===== config.mk =====
export PLATFORM = sky130hd
export DESIGN_NAME = symbolic_mode_parser_unit
export DESIGN_NICKNAME = d
export VERILOG_FILES = /design/src/rtl/smp_pkg.sv /design/src/rtl/symbolic_mode_parser_unit.sv /design/src/rtl/smp_in_stage.sv /design/src/rtl/smp_step.sv
export SDC_FILE = /design/constraint.sdc
export NUM_CORES = 1
export LEC_CHECK = 0
export BUFFER_PORTS_ARGS = -buffer_cell sky130_fd_sc_hd__buf_4
export CAP_MARGIN = 20
export CORE_AREA = 4 4 102 104
export DETAILED_ROUTE_END_ITERATION = 16
export DIE_AREA = 0 0 106 108
export PLACE_DENSITY = 0.67
export SLEW_MARGIN = 10
export SYNTH_ARGS = -nofsm -noshare
export SYNTH_HDL_FRONTEND = slang
export SYNTH_SLANG_ARGS = --single-unit

===== constraint.sdc =====
create_clock -name clk -period 7.25 [get_ports clk]
set_input_delay 0.725 -clock clk [delete_from_list [all_inputs] [get_ports clk]]
set_output_delay 0.725 -clock clk [all_outputs]
set_load 0.1 [all_outputs]

===== src/rtl/smp_pkg.sv =====
package smp_pkg;

    localparam logic [11:0] MODE_MASK  = 12'o7777;
    localparam logic [11:0] WHO_ALL    = 12'o7777;
    localparam logic [11:0] WHO_USER   = 12'o4700;
    localparam logic [11:0] WHO_GROUP  = 12'o2070;
    localparam logic [11:0] WHO_OTHER  = 12'o1007;
    localparam logic [11:0] PERM_READ  = 12'o0444;
    localparam logic [11:0] PERM_WRITE = 12'o0222;
    localparam logic [11:0] PERM_EXEC  = 12'o0111;
    localparam logic [11:0] PERM_SETID = 12'o6000;
    localparam logic [11:0] PERM_STICK = 12'o1000;
    localparam logic [12:0] OCTAL_CAP  = 13'd4096;

    localparam logic [1:0] OP_NONE = 2'd0;
    localparam logic [1:0] OP_ADD  = 2'd1;
    localparam logic [1:0] OP_SUB  = 2'd2;
    localparam logic [1:0] OP_SET  = 2'd3;

    localparam logic [2:0] ERR_NONE     = 3'd0;
    localparam logic [2:0] ERR_OCTAL    = 3'd1;
    localparam logic [2:0] ERR_WHO      = 3'd2;
    localparam logic [2:0] ERR_NO_OP    = 3'd3;
    localparam logic [2:0] ERR_BAD_PERM = 3'd4;

    typedef struct packed {
        logic [7:0]  character;
        logic [11:0] initial_mode;
    } char_req_t;

    typedef struct packed {
        logic [11:0] final_mode;
        logic [2:0]  error;
    } mode_req_t;

    typedef struct packed {
        logic [11:0] current_mode;
        logic        in_action_part;
        logic [11:0] who_mask;
        logic [1:0]  pending_operator;
        logic [11:0] pending_permissions;
        logic [12:0] octal_value;
        logic        all_octal_digits;
        logic        at_string_start;
        logic        clause_is_empty;
        logic        after_comma;
        logic [2:0]  first_error;
    } parse_state_t;

    localparam parse_state_t STATE_RESET = '{
        current_mode:        12'd0,
        in_action_part:      1'b0,
        who_mask:            12'd0,
        pending_operator:    OP_NONE,
        pending_permissions: 12'd0,
        octal_value:         13'd0,
        all_octal_digits:    1'b1,
        at_string_start:     1'b1,
        clause_is_empty:     1'b1,
        after_comma:         1'b0,
        first_error:         ERR_NONE
    };

endpackage


===== src/rtl/symbolic_mode_parser_unit.sv =====
// channel | direction | handshake           | payload
// char    | in        | char_valid/char_stall | char_req_t {character, initial_mode}
// mode    | out       | mode_valid/mode_stall | mode_req_t {final_mode, error}
//
// One character per cycle while no terminator waits on a stalled result: a request
// is held in the input register, is decoded against the parse state and updates it in the same cycle.
// A NUL request writes the result register; from accept it passes the input register, then the result register.
// Only a NUL request waits on a stalled result; other held characters always move on, but new input stalls behind it.
// Reset (rst_n low, async) clears the parse state and both valid flags.
module symbolic_mode_parser_unit
    import smp_pkg::*;
(
    input  logic      clk,
    input  logic      rst_n,
    input  logic      char_valid,
    output logic      char_stall,
    input  char_req_t char_data,
    output logic      mode_valid,
    input  logic      mode_stall,
    output mode_req_t mode_data
);

    logic         hold_valid;
    char_req_t    hold_data;
    logic         advance;
    logic         is_end;
    parse_state_t state_reg;
    parse_state_t state_next;
    mode_req_t    result;
    logic         mode_valid_reg;
    logic         mode_valid_next;
    mode_req_t    mode_data_reg;
    logic         out_free;

    smp_in_stage u_in_stage (
        .clk        (clk),
        .rst_n      (rst_n),
        .char_valid (char_valid),
        .char_stall (char_stall),
        .char_data  (char_data),
        .take       (advance),
        .hold_valid (hold_valid),
        .hold_data  (hold_data)
    );

    smp_step u_step (
        .state      (state_reg),
        .item       (hold_data),
        .state_next (state_next),
        .is_end     (is_end),
        .result     (result)
    );

    // result register is free when empty or being drained this cycle
    assign out_free = !mode_valid_reg || !mode_stall;
    // plain characters always move; a terminator needs room for its result
    assign advance  = hold_valid && (!is_end || out_free);

    always_comb
    begin
        if (advance && is_end)
        begin
            mode_valid_next = 1'b1;
        end
        else if (!mode_stall)
        begin
            mode_valid_next = 1'b0;
        end
        else
        begin
            mode_valid_next = mode_valid_reg;
        end
    end

    always_ff @(posedge clk or negedge rst_n)
    begin
        if (!rst_n)
        begin
            state_reg      <= STATE_RESET;
            mode_valid_reg <= 1'b0;
        end
        else
        begin
            mode_valid_reg <= mode_valid_next;
            if (advance)
            begin
                state_reg <= state_next;
            end
        end
    end

    always_ff @(posedge clk)
    begin
        if (advance && is_end)
        begin
            mode_data_reg <= result;
        end
    end

    assign mode_valid = mode_valid_reg;
    assign mode_data  = mode_data_reg;

    // an error result never carries a mode
    assert property (@(posedge clk) disable iff (!rst_n)
        mode_valid && (mode_data.error != ERR_NONE) |-> mode_data.final_mode == 12'd0)
        else $error("error result with nonzero mode");

    // error code stays in its defined range
    assert property (@(posedge clk) disable iff (!rst_n)
        mode_valid |-> mode_data.error <= ERR_BAD_PERM)
        else $error("error code out of range");

    // a result appears only after a terminator was consumed
    assert property (@(posedge clk) disable iff (!rst_n)
        $rose(mode_valid) |-> $past(advance && is_end))
        else $error("result without terminator");

    // consuming a terminator returns the parser to string start
    assert property (@(posedge clk) disable iff (!rst_n)
        advance && is_end |=> state_reg.at_string_start && state_reg.all_octal_digits)
        else $error("state not cleared after terminator");

    // input side stalls only when a request is held and blocked on the result
    assert property (@(posedge clk) disable iff (!rst_n)
        char_stall |-> hold_valid && is_end && mode_valid && mode_stall)
        else $error("unexpected input stall");

endmodule


===== src/rtl/smp_in_stage.sv =====
module smp_in_stage
    import smp_pkg::*;
(
    input  logic      clk,
    input  logic      rst_n,
    input  logic      char_valid,
    output logic      char_stall,
    input  char_req_t char_data,
    input  logic      take,
    output logic      hold_valid,
    output char_req_t hold_data
);

    logic      hold_valid_reg;
    logic      hold_valid_next;
    char_req_t hold_data_reg;
    logic      accept;

    // stall only while a held request cannot move on this cycle
    assign char_stall = hold_valid_reg && !take;
    assign accept     = char_valid && !char_stall;

    always_comb
    begin
        if (accept)
        begin
            hold_valid_next = 1'b1;
        end
        else if (take)
        begin
            hold_valid_next = 1'b0;
        end
        else
        begin
            hold_valid_next = hold_valid_reg;
        end
    end

    always_ff @(posedge clk or negedge rst_n)
    begin
        if (!rst_n)
        begin
            hold_valid_reg <= 1'b0;
        end
        else
        begin
            hold_valid_reg <= hold_valid_next;
        end
    end

    always_ff @(posedge clk)
    begin
        if (accept)
        begin
            hold_data_reg <= char_data;
        end
    end

    assign hold_valid = hold_valid_reg;
    assign hold_data  = hold_data_reg;

endmodule


===== src/rtl/smp_step.sv =====
module smp_step
    import smp_pkg::*;
(
    input  parse_state_t state,
    input  char_req_t    item,
    output parse_state_t state_next,
    output logic         is_end,
    output mode_req_t    result
);

    function automatic logic [11:0] apply_op(
        input logic [11:0] mode,
        input logic [11:0] who,
        input logic [11:0] perms,
        input logic [1:0]  op
    );
        logic [11:0] sel;
        logic [11:0] res;
        sel = who & perms;
        unique case (op)
            OP_ADD:  res = mode | sel;
            OP_SUB:  res = mode & ~sel;
            OP_SET:  res = sel | (~who & mode);
            default: res = mode;
        endcase
        return res;
    endfunction

    logic [7:0]   c;
    logic [11:0]  cur;
    logic [1:0]   op;
    logic [15:0]  oct_wide;
    logic [11:0]  m;
    logic         is_digit;
    parse_state_t s;

    assign c      = item.character;
    assign is_end = (c == 8'd0);

    always_comb
    begin
        s        = state;
        cur      = state.at_string_start ? (item.initial_mode & MODE_MASK)
                                         : state.current_mode;
        s.current_mode    = cur;
        s.at_string_start = 1'b0;
        result            = '{final_mode: 12'd0, error: ERR_NONE};
        m                 = 12'd0;
        is_digit          = (c >= 8'h30) && (c <= 8'h37);
        oct_wide          = {state.octal_value, 3'b000} + {13'd0, c[2:0]};

        unique case (c)
            8'h2b:   op = OP_ADD;
            8'h2d:   op = OP_SUB;
            8'h3d:   op = OP_SET;
            default: op = OP_NONE;
        endcase

        if (!is_end)
        begin
            if (state.all_octal_digits && is_digit)
            begin
                s.octal_value = (oct_wide > {3'd0, OCTAL_CAP}) ? OCTAL_CAP
                                                               : oct_wide[12:0];
            end
            else
            begin
                s.all_octal_digits = 1'b0;
            end

            if (state.first_error == ERR_NONE)
            begin
                if (state.in_action_part)
                begin
                    if (op != OP_NONE)
                    begin
                        if (state.pending_operator != OP_NONE)
                        begin
                            s.current_mode = apply_op(cur, state.who_mask,
                                                      state.pending_permissions,
                                                      state.pending_operator);
                            s.pending_permissions = 12'd0;
                        end
                        s.pending_operator = op;
                    end
                    else
                    begin
                        unique case (c)
                            8'h72: s.pending_permissions |= PERM_READ;   // r
                            8'h77: s.pending_permissions |= PERM_WRITE;  // w
                            8'h78: s.pending_permissions |= PERM_EXEC;   // x
                            8'h58:                                       // X
                            begin
                                if ((cur & PERM_EXEC) != 12'd0)
                                begin
                                    s.pending_permissions |= PERM_EXEC;
                                end
                            end
                            8'h73: s.pending_permissions |= PERM_SETID;  // s
                            8'h74: s.pending_permissions |= PERM_STICK;  // t
                            8'h75:                                       // u copy
                            begin
                                m = cur & 12'o0700;
                                s.pending_permissions |= m | (m >> 3) | (m >> 6);
                            end
                            8'h67:                                       // g copy
                            begin
                                m = cur & 12'o0070;
                                s.pending_permissions |= (m << 3) | m | (m >> 3);
                            end
                            8'h6f:                                       // o copy
                            begin
                                m = cur & 12'o0007;
                                s.pending_permissions |= (m << 6) | (m << 3) | m;
                            end
                            8'h2c:                                       // comma
                            begin
                                s.current_mode = apply_op(cur, state.who_mask,
                                                          state.pending_permissions,
                                                          state.pending_operator);
                                s.pending_permissions = 12'd0;
                                s.pending_operator    = OP_NONE;
                                s.in_action_part      = 1'b0;
                                s.who_mask            = 12'd0;
                                s.clause_is_empty     = 1'b1;
                                s.after_comma         = 1'b1;
                            end
                            default: s.first_error = ERR_BAD_PERM;
                        endcase
                    end
                end
                else
                begin
                    s.clause_is_empty = 1'b0;
                    s.after_comma     = 1'b0;
                    if (op != OP_NONE)
                    begin
                        if (state.who_mask == 12'd0)
                        begin
                            s.who_mask = WHO_ALL;
                        end
                        s.in_action_part      = 1'b1;
                        s.pending_operator    = op;
                        s.pending_permissions = 12'd0;
                    end
                    else
                    begin
                        unique case (c)
                            8'h61:   s.who_mask = state.who_mask | WHO_ALL;
                            8'h75:   s.who_mask = state.who_mask | WHO_USER;
                            8'h67:   s.who_mask = state.who_mask | WHO_GROUP;
                            8'h6f:   s.who_mask = state.who_mask | WHO_OTHER;
                            default: s.first_error = ERR_WHO;
                        endcase
                    end
                end
            end
            state_next = s;
        end
        else
        begin
            if (state.all_octal_digits)
            begin
                if (state.octal_value > {1'b0, MODE_MASK})
                begin
                    result.error = ERR_OCTAL;
                end
                else
                begin
                    result.final_mode = state.octal_value[11:0];
                end
            end
            else if (state.first_error != ERR_NONE)
            begin
                result.error = state.first_error;
            end
            else if (state.in_action_part)
            begin
                result.final_mode = apply_op(cur, state.who_mask,
                                             state.pending_permissions,
                                             state.pending_operator);
            end
            else if (state.after_comma && state.clause_is_empty)
            begin
                result.final_mode = cur;
            end
            else
            begin
                result.error = ERR_NO_OP;
            end
            state_next = STATE_RESET;
        end
    end

endmodule

==> flow_metrics.env <==
export IMPL_power_frac_comb_pct=10.3
export IMPL_num_fill_cells=876
export IMPL_powerDensity_mw_per_mm2=180.8
export IMPL_cts_buffers=9
export IMPL_drive_gt1_share_pct=23.44
export IMPL_gp_congestion=0.8906
export IMPL_syn_num_nets=457
export IMPL_rows=36
export IMPL_io_pins=41
export IMPL_cts_num_sinks=85
export IMPL_fp_dieW_um=106
export IMPL_multiInputGateArea_mm2=0.002161
export IMPL_path_buf_inv=0
export IMPL_drv_cap=0
export IMPL_start_kind="flop"
export IMPL_synthMostInstantiatedCell="dfrtp_1"
export IMPL_vias=3598
export IMPL_avgRoutedWirePerCell_um=19.71
export IMPL_async_flop_share_pct=58.82
export IMPL_worst_slew_pin_slew_ps=1039
export IMPL_utilization_pct=53.89
export IMPL_slew_headroom_pct=30.75
export IMPL_synth_area_top_cells="dfrtp_1 25%, edfxtp_1 23%, nor2_1 3.7%"
export IMPL_avgSynthCellArea_um2=10.67
export IMPL_fmax_ghz=0.3020
export IMPL_antenna_cells=0
export IMPL_crit_family="simple AND/OR/NAND/NOR gates"
export IMPL_area_delta_synth_final_pct=11.43
export IMPL_portBuffers=40
export IMPL_syn_area_mm2=0.004618
export IMPL_timing_hold_violations_final=0
export IMPL_drt_iter0_drc=273
export IMPL_synthTopCellsByCount="47 x dfrtp_1, 45 x nor2_1, 35 x edfxtp_1"
export IMPL_ys_seq_area_share_pct=49.93
export IMPL_path_clk_slew_ps=90
export IMPL_min_period_over_period_pct=45.67
export IMPL_switchingPower_uw=245.8
export IMPL_ctsRootBufferMaster="clkbuf_8"
export IMPL_fin_ws_ps=3939
export IMPL_synth_top_cell_by_area="dfrtp_1"
export IMPL_finalSetupViolCount=0
export IMPL_cp_slowest_stage_delay_ps=880
export IMPL_min_period_ps=3311
export IMPL_internal_power_uw=684.8
export IMPL_synth_top_area_share_pct=25.47
export IMPL_ys_warn_count=0
export IMPL_power_share_clock_pct=31.8
export IMPL_ys_flop_type="dfrtp_1"
export IMPL_worst_skew_pair_late_latency_ps=370
export IMPL_min_path_type="in -> async"
export IMPL_clockBufferDepth=2
export IMPL_irDropWorstVdd_v=0.00008565
export IMPL_grt_antenna_before_repair=0
export IMPL_fin_worst_skew_ps=7.362
export IMPL_place_area_mm2=0.004969
export IMPL_drcViolationCount=0
export IMPL_largest_reg_flops=48
export IMPL_post_cts_buffers=0
export IMPL_crit_arrival_ps=3360
export IMPL_netSwitchingFraction_pct=26.41
export IMPL_grtUsageTotal_pct=21.37
export IMPL_die_h_um=108
export IMPL_crit_type="reg -> reg"
export IMPL_ant_nets=0
export IMPL_drt_wl_total_um=11790
export IMPL_worstSetupEndpointType="flop"
export IMPL_start_util_pct=48.36
export IMPL_cts_tree="yes"
export IMPL_synth_edf_count=35
export IMPL_crit_required_ps=7300
export IMPL_crit_fanout=24
export IMPL_synth_cell_types=65
export IMPL_rsz0062_at_grt="false"
export IMPL_grt_pass1_wl_um=18600
export IMPL_power_frac_seq_pct=58.0
export IMPL_coreArea_mm2=0.009549
export IMPL_post_place_ws_ps=3828
export IMPL_cp_slowest_cell="o21ai_2"
export IMPL_htree_levels=3
export IMPL_first_pass_iters=5
export IMPL_finalSetupTns_ps=0
export IMPL_ctsHoldBuffers=0
export IMPL_post_cts_resized=0
export IMPL_grt_pass1_vias=3365
export IMPL_status="complete, no violations"
export IMPL_viasPerCell=6.017
export IMPL_final_nets=484
export IMPL_overflow=0
export IMPL_seq_area_mm2=0.002306
export IMPL_leakage_uw=0.002004
export IMPL_whs_ps=365.5
export IMPL_hpwl_um=8706
export IMPL_crit_chain="nor4_2, nand2_1, o21ai_2, nor2_2"
export IMPL_grt_start_max_net_pins=51
export IMPL_syn_inst=433
export IMPL_drv_slew=0
export IMPL_ys_seq_elements=85
export IMPL_die_area_mm2=0.01145
export IMPL_final_area_mm2=0.005146
==> cells in the final DEF, fill, tap and decap left out, types with 7 or more instances in the layout <==
cell type and n:
a22o_1 14, clkbuf_8 9, nor3_1 8, o21a_1 12, nand3_1 7, nand2_1 28
a21oi_1 28, inv_1 8, o21ai_0 18, mux2_2 13, a32oi_1 12, dfrtp_1 47
a32o_1 12, edfxtp_1 35, mux2i_1 10, buf_4 41, nor2_1 44, a211oi_1 13
or2_2 14, and2_1 7
==> layer usage <==
metal,up-vias,track usage [%],part of all wire (%)
met3,17,3.881,5.6
met2,137,33.79,47
met4,0,8.233,2.3
li1,1712,-,-
met1,1732,29.52,45
met5,-,0,0
==> power groups by stage <==
stage          clock network, uW  registers [uW]  logic, uW
3_5_place_dp                   0             549       94.5
6_report                     295             540       95.5
4_1_cts                      301             539       94.7
2_1_floorplan                  0             536       71.4
5_1_grt                      323             542        104
3_3_place_gp                   0             549       92.6
==> worst reg2reg max path, stage by stage, from the launching register on <==
cell and delay, ps:
edfxtp_1 640, nor4_2 530, nand2_1 600, o21ai_2 890, nor2_2 330
==> layout make-up <==
| cell class | count | area share, % |
|---|---|---|
| clock buffer | 12 | 2.626 |
| clock inverter | 4 | 0.4863 |
| inverter | 8 | 0.5835 |
| multi-input combinational | 314 | 41.99 |
| sequential | 85 | 44.81 |
| tap | 133 | 3.234 |
| timing repair buffer | 42 | 6.273 |
==> logic make-up after synthesis <==
| family | after synthesis | share of synthesized area [%] |
|---|---|---|
| AO/OA/AOI/OAI | 140 | 23.03 |
| XOR/XNOR | 1 | 0.1897 |
| buffers and inverters | 34 | 3.387 |
| flip-flops | 85 | 49.93 |
| multiplexers | 26 | 6.069 |
| AND/OR/NAND/NOR | 147 | 17.39 |
==> worst paths after layout <==
check | cells after the start | slack, ps | end | startpoint
min in group clk | 1 | 500 | state_reg[56]$_DFFE_PN0P_ | state_reg[56]$_DFFE_PN0P_
worst max-delay path | 4 | 3940 | mode_data[14]$_SDFFCE_PN0P_ | u_in_stage.hold_data[15]$_DFFE_PP_
max in group asynchronous | 1 | 6430 | state_reg[30]$_DFFE_PN0P_ | rst_n
worst min-delay path | 1 | 370 | state_reg[15]$_DFFE_PN0P_ | rst_n
worst max register to register | 4 | 3940 | mode_data[14]$_SDFFCE_PN0P_ | u_in_stage.hold_data[15]$_DFFE_PP_
worst min register to register | 1 | 500 | state_reg[56]$_DFFE_PN0P_ | state_reg[56]$_DFFE_PN0P_
==> through the flow <==
step	power (uW)	instances
6_report	930.6	598
5_1_grt	969.7	598
4_1_cts	934.6	597
3_5_place_dp	643.7	581
3_3_place_gp	641.6	581
2_1_floorplan	607.4	433
No activity file was read; power rests on OpenSTA's default activity.
